`src/hdl/cgla_pkg.sv`:
```
// Shared types and constants for the commit graph lane assigner.
// No dependencies; imported by every module of the block.
`default_nettype none
package cgla_pkg;
  localparam int LANES       = 32;
  localparam int KEY_BITS    = 64;
  localparam int MAX_PARENTS = 4;
  localparam int PAR_LIMIT   = (MAX_PARENTS < 4) ? MAX_PARENTS : 4;
  localparam int LANE_W      = $clog2(LANES);
  localparam int CNT_W       = $clog2(LANES + 1);

  typedef logic [KEY_BITS-1:0] key_t;

  typedef enum logic [2:0] {
    CMD_NOP,
    CMD_CLAIM,
    CMD_ADD,
    CMD_SETKEY,
    CMD_FREE,
    CMD_CLEAR
  } cmd_t;

  // broadcast to every lane cell
  typedef struct packed {
    cmd_t cmd;
    key_t key;
    logic any_hit;
  } lane_op_t;

  typedef enum logic [2:0] {
    ST_IDLE,
    ST_CLAIM,
    ST_SNAP,
    ST_FIRST,
    ST_EXTRA,
    ST_EMIT
  } state_t;
endpackage
`default_nettype wire

```
`src/hdl/cgla_cell.sv`:
```
// One lane cell: waiting key plus busy flag, with hit/free priority chains.
// Depends on cgla_pkg.
`default_nettype none
module cgla_cell import cgla_pkg::*; (
  input  wire logic     clk,
  input  wire logic     rst,
  input  wire lane_op_t op,
  input  wire logic     sel,
  input  wire logic     hit_in,
  input  wire logic     free_in,
  output logic          hit_out,
  output logic          free_out,
  output logic          pick,
  output logic          busy
);
  key_t key;
  logic match;
  logic first_free;

  assign match      = busy && (key == op.key);
  assign first_free = !busy && !free_in;
  assign hit_out    = hit_in | match;
  assign free_out   = free_in | !busy;
  assign pick       = op.any_hit ? (match && !hit_in) : first_free;

  always_ff @(posedge clk) begin
    if (rst) begin
      busy <= 1'b0;
    end else begin
      unique case (op.cmd)
        CMD_CLAIM: begin
          if (op.any_hit) begin
            if (match && hit_in) busy <= 1'b0;
          end else if (first_free) begin
            busy <= 1'b1;
          end
        end
        CMD_ADD:   if (!op.any_hit && first_free) busy <= 1'b1;
        CMD_FREE:  if (sel) busy <= 1'b0;
        CMD_CLEAR: busy <= 1'b0;
        default: ;
      endcase
    end
  end

  always_ff @(posedge clk) begin
    unique case (op.cmd)
      CMD_CLAIM:  if (!op.any_hit && first_free) key <= op.key;
      CMD_ADD:    if (!op.any_hit && first_free) key <= op.key;
      CMD_SETKEY: if (sel) key <= op.key;
      default: ;
    endcase
  end
endmodule
`default_nettype wire

```
`src/hdl/cgla_row.sv`:
```
// Row of lane cells chained from lane 0 upward.
// Depends on cgla_pkg and cgla_cell.
`default_nettype none
module cgla_row import cgla_pkg::*; (
  input  wire logic             clk,
  input  wire logic             rst,
  input  wire lane_op_t         op,
  input  wire logic [LANES-1:0] sel,
  output logic                  any_hit,
  output logic                  any_free,
  output logic [LANES-1:0]      pick,
  output logic [LANES-1:0]      busy
);
  logic [LANES:0] hit_c;
  logic [LANES:0] free_c;

  assign hit_c[0]  = 1'b0;
  assign free_c[0] = 1'b0;

  for (genvar i = 0; i < LANES; i++) begin : g_cell
    cgla_cell u_cell (
      .clk, .rst, .op,
      .sel      (sel[i]),
      .hit_in   (hit_c[i]),
      .free_in  (free_c[i]),
      .hit_out  (hit_c[i+1]),
      .free_out (free_c[i+1]),
      .pick     (pick[i]),
      .busy     (busy[i])
    );
  end

  assign any_hit  = hit_c[LANES];
  assign any_free = free_c[LANES];
endmodule
`default_nettype wire

```
`src/hdl/commit_graph_lane_assigner.sv`:
```
// Commit graph lane assigner top level: sequencer, snapshot and result register.
// Depends on cgla_pkg and cgla_row.
//
//  channel | handshake          | payload
//  --------+--------------------+------------------------------------------
//  in      | in_valid/in_ready  | commit_id, num_parents, parent_*, last_commit
//  out     | out_valid/out_ready| column, lane_span, occupied_mask, widest,
//          |                    | lane_overflow
//
// The result is registered after the steps claim, snapshot, first parent, one
// per extra parent and emit, in that order; the extra-parent steps run only
// when the commit got a lane. in_ready returns in the cycle after the emit, so
// a new request is taken only once the previous result has been emitted.
// The lane row is a chain of cells; every step is one broadcast over it.
// in_ready is high only in idle; a full output register stalls the emit step.
// Reset clears all lane busy flags, the widest count and the overflow flag.
`default_nettype none
module commit_graph_lane_assigner import cgla_pkg::*; (
  input  wire logic                   clk,
  input  wire logic                   rst,
  input  wire logic                   in_valid,
  output logic                        in_ready,
  input  wire logic [63:0]            commit_id,
  input  wire logic [2:0]             num_parents,
  input  wire logic [63:0]            parent_first,
  input  wire logic [63:0]            parent_second,
  input  wire logic [63:0]            parent_third,
  input  wire logic [63:0]            parent_fourth,
  input  wire logic                   last_commit,
  output logic                        out_valid,
  input  wire logic                   out_ready,
  output logic [LANE_W-1:0]           column,
  output logic [CNT_W-1:0]            lane_span,
  output logic [31:0]                 occupied_mask,
  output logic [CNT_W-1:0]            widest,
  output logic                        lane_overflow
);
  state_t state, state_next;

  // latched request
  key_t       id;
  key_t       par [4];
  logic [2:0] pc;
  logic       last;

  // per-request results and log-wide counters
  logic [LANE_W-1:0] col;
  logic [LANES-1:0]  col_oh;
  logic              placed;
  logic [1:0]        pidx;
  logic [CNT_W-1:0]  cnt_r;
  logic [31:0]       mask_r;
  logic [CNT_W-1:0]  widest_seen;
  logic              overflow_seen;

  lane_op_t         op;
  logic [LANES-1:0] sel;
  logic             any_hit, any_free;
  logic [LANES-1:0] pick, busy;

  cgla_row u_row (
    .clk, .rst, .op, .sel,
    .any_hit, .any_free, .pick, .busy
  );

  assign sel = col_oh;

  // index of the picked lane
  logic [LANE_W-1:0] pick_idx;
  always_comb begin
    pick_idx = '0;
    for (int i = 0; i < LANES; i++)
      if (pick[i]) pick_idx = pick_idx | LANE_W'(i);
  end

  // snapshot of the row: highest busy lane, mask with the commit's lane forced
  logic [LANE_W-1:0] highest;
  logic [LANES-1:0]  occ;
  logic [CNT_W-1:0]  cnt;
  always_comb begin
    highest = col;
    for (int i = 0; i < LANES; i++)
      if (busy[i] && LANE_W'(i) > highest) highest = LANE_W'(i);
    occ = busy | col_oh | (placed ? '0 : LANES'(1));
    cnt = CNT_W'(highest) + CNT_W'(1);
  end

  logic [31:0] occ32;
  always_comb begin
    occ32 = '0;
    for (int i = 0; i < LANES && i < 32; i++) occ32[i] = occ[i];
  end

  logic emit_go;
  assign emit_go  = (state == ST_EMIT) && (!out_valid || out_ready);
  assign in_ready = (state == ST_IDLE);

  always_ff @(posedge clk) begin
    if (rst) state <= ST_IDLE;
    else     state <= state_next;
  end

  always_comb begin
    state_next  = state;
    op.cmd      = CMD_NOP;
    op.key      = id;
    op.any_hit  = any_hit;
    unique case (state)
      ST_IDLE:  if (in_valid) state_next = ST_CLAIM;
      ST_CLAIM: begin
        op.cmd     = CMD_CLAIM;
        state_next = ST_SNAP;
      end
      ST_SNAP:  state_next = ST_FIRST;
      ST_FIRST: begin
        op.key = par[0];
        if (placed) op.cmd = (pc == 3'd0) ? CMD_FREE : CMD_SETKEY;
        state_next = (placed && pc > 3'd1) ? ST_EXTRA : ST_EMIT;
      end
      ST_EXTRA: begin
        op.cmd = CMD_ADD;
        op.key = par[pidx];
        if ({1'b0, pidx} == pc - 3'd1) state_next = ST_EMIT;
      end
      ST_EMIT: begin
        if (emit_go) begin
          state_next = ST_IDLE;
          if (last) op.cmd = CMD_CLEAR;
        end
      end
      default: state_next = ST_IDLE;
    endcase
  end

  // request capture
  always_ff @(posedge clk) begin
    if (in_valid && in_ready) begin
      id     <= commit_id[KEY_BITS-1:0];
      par[0] <= parent_first[KEY_BITS-1:0];
      par[1] <= parent_second[KEY_BITS-1:0];
      par[2] <= parent_third[KEY_BITS-1:0];
      par[3] <= parent_fourth[KEY_BITS-1:0];
      pc     <= (num_parents > 3'(PAR_LIMIT)) ? 3'(PAR_LIMIT) : num_parents;
      last   <= last_commit;
    end
  end

  // claim result, snapshot and parent index
  always_ff @(posedge clk) begin
    if (state == ST_CLAIM) begin
      placed <= any_hit | any_free;
      col    <= (any_hit | any_free) ? pick_idx : '0;
      col_oh <= (any_hit | any_free) ? pick : '0;
    end
    if (state == ST_SNAP) begin
      cnt_r  <= cnt;
      mask_r <= occ32;
    end
    if (state == ST_FIRST) pidx <= 2'd1;
    else if (state == ST_EXTRA) pidx <= pidx + 2'd1;
  end

  // log-wide counters
  always_ff @(posedge clk) begin
    if (rst) begin
      widest_seen   <= '0;
      overflow_seen <= 1'b0;
    end else if (emit_go && last) begin
      widest_seen   <= '0;
      overflow_seen <= 1'b0;
    end else begin
      if (state == ST_CLAIM && !any_hit && !any_free) overflow_seen <= 1'b1;
      if (state == ST_EXTRA && !any_hit && !any_free) overflow_seen <= 1'b1;
      if (state == ST_SNAP && cnt > widest_seen) widest_seen <= cnt;
    end
  end

  // result register
  always_ff @(posedge clk) begin
    if (rst) out_valid <= 1'b0;
    else if (emit_go) out_valid <= 1'b1;
    else if (out_ready) out_valid <= 1'b0;
  end

  always_ff @(posedge clk) begin
    if (emit_go) begin
      column        <= col;
      lane_span     <= cnt_r;
      occupied_mask <= mask_r;
      widest        <= widest_seen;
      lane_overflow <= overflow_seen;
    end
  end
endmodule
`default_nettype wire

```
`config.mk`:
```
export PLATFORM = sky130hd
export DESIGN_NAME = commit_graph_lane_assigner
export DESIGN_NICKNAME = d
export VERILOG_FILES = /design/src/hdl/cgla_pkg.sv /design/src/hdl/cgla_cell.sv /design/src/hdl/cgla_row.sv /design/src/hdl/commit_graph_lane_assigner.sv
export SDC_FILE = /design/constraint.sdc
export NUM_CORES = 2
export LEC_CHECK = 0
export ABC_AREA = 0
export BUFFER_PORTS_ARGS = -buffer_cell sky130_fd_sc_hd__buf_2
export CAP_MARGIN = 20
export CELL_PAD_IN_SITES_DETAIL_PLACEMENT = 1
export CELL_PAD_IN_SITES_GLOBAL_PLACEMENT = 2
export CORE_MARGIN = 2
export CORE_UTILIZATION = 36
export CTS_CLUSTER_SIZE = 25
export DETAILED_ROUTE_END_ITERATION = 12
export PLACE_DENSITY = 0.68
export SLEW_MARGIN = 10
export SYNTH_ARGS = -nofsm -noshare
export SYNTH_HDL_FRONTEND = slang
export SYNTH_SLANG_ARGS = --single-unit
```
`constraint.sdc`:
```
create_clock -name clk -period 13.75 [get_ports clk]
set_input_delay 1.375 -clock clk [delete_from_list [all_inputs] [get_ports clk]]
set_output_delay 1.375 -clock clk [all_outputs]
set_load 0.01 [all_outputs]
```
==> metrics.md <==
| Metric | Value |
|---|---|
| Status | finished clean |
| Seq/Total Area, Yosys | 0.6528 |
| Fmax | between 100 and 150 MHz |
| Clk sinks | 2545 |
| Worst Setup SP | state[0]$_SDFFE_PP0P_ |
| R2R cell count | 20 |
| Clk root buf | clkbuf_16 |
| Max IR drop VDD | 0.1667 mV |
| Synth Flop Type | edfxtp_1 |
| # DRC | 0 |
| Core area | 321400 um2 |
| IO buf count | 379 |
| #FFs+latches synth | 2545 |
| Dpl cell area | 124200 um2 |
| Period utilization | 0.6748 |
| Fraction of layout cells with a size suffix above 1 | 0.1475 |
| Starting density of the core | 0.3620 |
| Crit-path cells | nand2b_2 -> buf_4 -> a21oi_1 -> o32a_2 -> buf_4 -> buf_16 -> clkinv_2 -> buf_4 -> a22o_1 -> nor4_1 -> nand4_1 -> nor4_1 -> nand4_1 -> nand3_1 -> or2_1 -> or4_4 -> or3_4 -> or3_1 -> o31ai_4 -> buf_4 |
| Post-Syn Nets | 8739 |
| PwrDens | 245.0 nW/um2 |
| FFs w/ async S/R, synth | 0 |
| Synth Cell Area | 116300 um2 |
| Die Wd | approximately 570 um |
| Number of I/O pins | 380 |
| Clock Tree Buf Depth | 4 |
| CTS H-tree depth | 5 |
| First-pass detailed-route iteration total | 8 |
| Slew Viols, Final | 0 |
| Die height | ~570 um |
| Cell Rows | ~210 |
| P&R area growth vs syn | 14.79% |
| Final setup fails | 0 |
| Distinct cells, synth | 105 |
| Largest net degree at the start of global routing | 84 |
| Post-CTS Hold Fix Bufs | 0 |
| Setup bufs post-CTS | 0 |
| Syn Area/Cell | 13.85 um2 |
| Resize count post-CTS | 0 |
| Critical Path End | u_row.g_cell[19].u_cell.key[19]$_DFFE_PP_ |
| Max transition margin | 0.1062 |
| Vias | 89120 |
| RSZ-0062 raised after global routing | false |
| ANT nets after route | 0 |
| GRT overflow | 0 |
| Crit-path leading delay family | simple AND/OR/NAND/NOR gates |
| CTS Buf Count | 291 |
| Period minus WS final | 9279 ps |
| Maxcap violations | 0 |
| CP Capture Type | flop |
| Vias in the first global route | approximately 85000 |
| CP required | 14230 ps |
| Clock latency on the worst-skew pair | approximately 910 ps |
| Mapped Cells | about 8400 |
| Fin. Hold Viols | 0 |
| Worst-path maximum fanout | between 60 and 70 |
| Post-synth EDFFs | 2498 |
| Clock Skews | between 70 and 80 ps |
| Worst path max stage delay | about 820 ps |
| Post-route cell area | 133600 um2 |
| Clk slew on worst S/H paths | 60 ps |
| Reg2reg setup slack | 4470 ps |
| Design Power | 32.72 mW |
| Worst path slowest cell | or3_1 |
| Buf/Inv on CP | 6 |
| Layout Nets | 9255 |
| GRT Overall Usage | 0.3491 |
| R2R Path Start | state[0]$_SDFFE_PP0P_ |
| Initial antenna violation count | 130 |
| CP Class | flop to flop |
| GPL Wtd Cong | 0.9561 |
| Hpwl dp | about 350 mm |
| First-pass GRT wire length | ~770 mm |
| Initial DRC count | 18380 |
| CTS tree | built |
| Worst-Margin Slew | roughly 1300 ps |
| Most used cell along the critical path | buf_4 |
| Startpoint Class | flop |
| RR Endpoint | u_row.g_cell[19].u_cell.key[19]$_DFFE_PP_ |
| WL final | between 500 and 600 mm |
| Synth warn | 0 |
| Arrival @ worst endpoint | just under 10000 ps |
| DIE AREA | 327800 um2 |
| WP depth | 20 |
| TNS Setup | 0 ps |
| Per-cell routed wire length | 43.21 um |
| DR vias/cell | 6.579 |
| Pleak | 41.22 nW |
| Worst hold path class | flop to flop |
[report_power, final]
group,switching [mW],leakage [nW],total [mW],internal [mW]
registers,0.510,23.2,10.7,10.2
clock network,3.34,4.37,7.71,4.37
logic,11.1,13.7,14.3,3.20
total,14.9,41.2,32.7,17.8
[final cells by class]
class	instances	area, um2
antenna	116	290.3
clock buffer	360	7742
clock inverter	141	1272
fill	32820	187900
inverter	127	486.7
multi-input combinational	5292	38130
sequential	2545	75960
tap	4305	5386
timing repair buffer	660	4287
[metrics by stage]
| stage | hold WS, ps | util | std cells | setup slack (ps) |
|---|---|---|---|---|
| floorplan | 400.3 | - | 8401 | 3595 |
| global placement | 407.2 | 0.3862 | 12930 | 4730 |
| detailed placement | 405.7 | 0.3863 | 12930 | 4738 |
| CTS | 418.8 | 0.4144 | 13430 | 4725 |
| global route | 424.5 | 0.4148 | 13450 | 4422 |
| finish | 411.7 | 0.4155 | 13550 | 4471 |
[sequential cells by signal (all words and copies together), names as in the netlist, 32 cells and up, named ones only]
| name | cells |
|---|---|
| col_oh | 32 |
| id | 64 |
| mask_r | 32 |
| occupied_mask | 32 |
| par | 256 |
| u_row.g_cell.u_cell.busy | 32 |
| u_row.g_cell.u_cell.key | 2048 |
[per-layer routing]
layer  up-vias  share of wire  global-route usage
li1      33710              -                   -
met1     46180           0.37              0.4593
met2      7584           0.44              0.5276
met3      1623           0.12             0.07438
met4        28          0.067              0.2140
met5         -        0.00028                   0
[how the worst min path moves through the flow]
stage,startpoint,endpoint,cells after the start
finish,mask_r[20]$_DFFE_PP_,occupied_mask[20]$_DFFE_PP_,0
global route,mask_r[15]$_DFFE_PP_,occupied_mask[15]$_DFFE_PP_,0
CTS,cnt_r[0]$_DFFE_PP_,lane_span[0]$_DFFE_PP_,0
detailed placement,cnt_r[3]$_DFFE_PP_,lane_span[3]$_DFFE_PP_,0
global placement,cnt_r[4]$_DFFE_PP_,lane_span[4]$_DFFE_PP_,0
floorplan,cnt_r[0]$_DFFE_PP_,lane_span[0]$_DFFE_PP_,0
[layout by cell type, fill, tap and decap left out, types with 43 or more instances in the layout]
cell type  instances
o2111ai_1         53
xor2_1           204
mux4_2            44
edfxtp_1        2498
buf_4            261
diode_2          116
o21ai_0          157
dfxtp_1           44
a221oi_1          66
o22ai_1          141
clkbuf_1          59
nor2_1           503
or2_2             43
nand3_1          116
nand4_1          249
nand2_1          354
clkbuf_16        300
inv_1             68
a211oi_1          67
nor4_1           655
mux2i_1           44
clkinv_1          59
inv_2             51
a22oi_1           51
a21oi_1          215
xnor2_1         1423
buf_2            379
a2111oi_0         51
nor3_1           151
[cells in the mapped netlist, drive strengths merged (52+ instances only)]
cell     instances  area, um2
edfxtp        2498      75010
a21oi          216       1081
buf            352       2263
nand2          354       1329
o21ai          179      907.1
nand3          116      580.6
nor3           153      770.7
a221oi          66      578.1
clkbuf          85      320.3
nor4           663       4167
a2111oi         52      455.4
a211oi          67      503.0
xnor2         1424      12480
o22ai          149      992.2
xor2           204       1787
inv            122      457.9
nor2           506       1902
o2111ai         53      464.2
nand4          251       1583
[worst reg2reg max path: stages (launching register included)]
cell	delay, ps
dfxtp_1	710
nand2b_2	250
buf_4	640
a21oi_1	250
o32a_2	580
buf_4	360
buf_16	270
clkinv_2	150
buf_4	600
a22o_1	280
nor4_1	60
nand4_1	130
nor4_1	60
nand4_1	650
nand3_1	350
or2_1	350
or4_4	550
or3_4	630
or3_1	830
o31ai_4	340
buf_4	730
[cell families after synthesis]
| logic type | after synthesis | share of synthesized area |
|---|---|---|
| DFF | 2545 | 0.6528 |
| buffers and inverters | 564 | 0.02630 |
| AOI/OAI and AO/OA | 1166 | 0.07188 |
| xor gates and xnor gates | 1628 | 0.1226 |
| muxes | 111 | 0.01530 |
| adders and majority gates | 10 | 0.001075 |
| and+or+nand+nor | 2377 | 0.1100 |
Note: power is estimated with default switching activity, not from simulation.
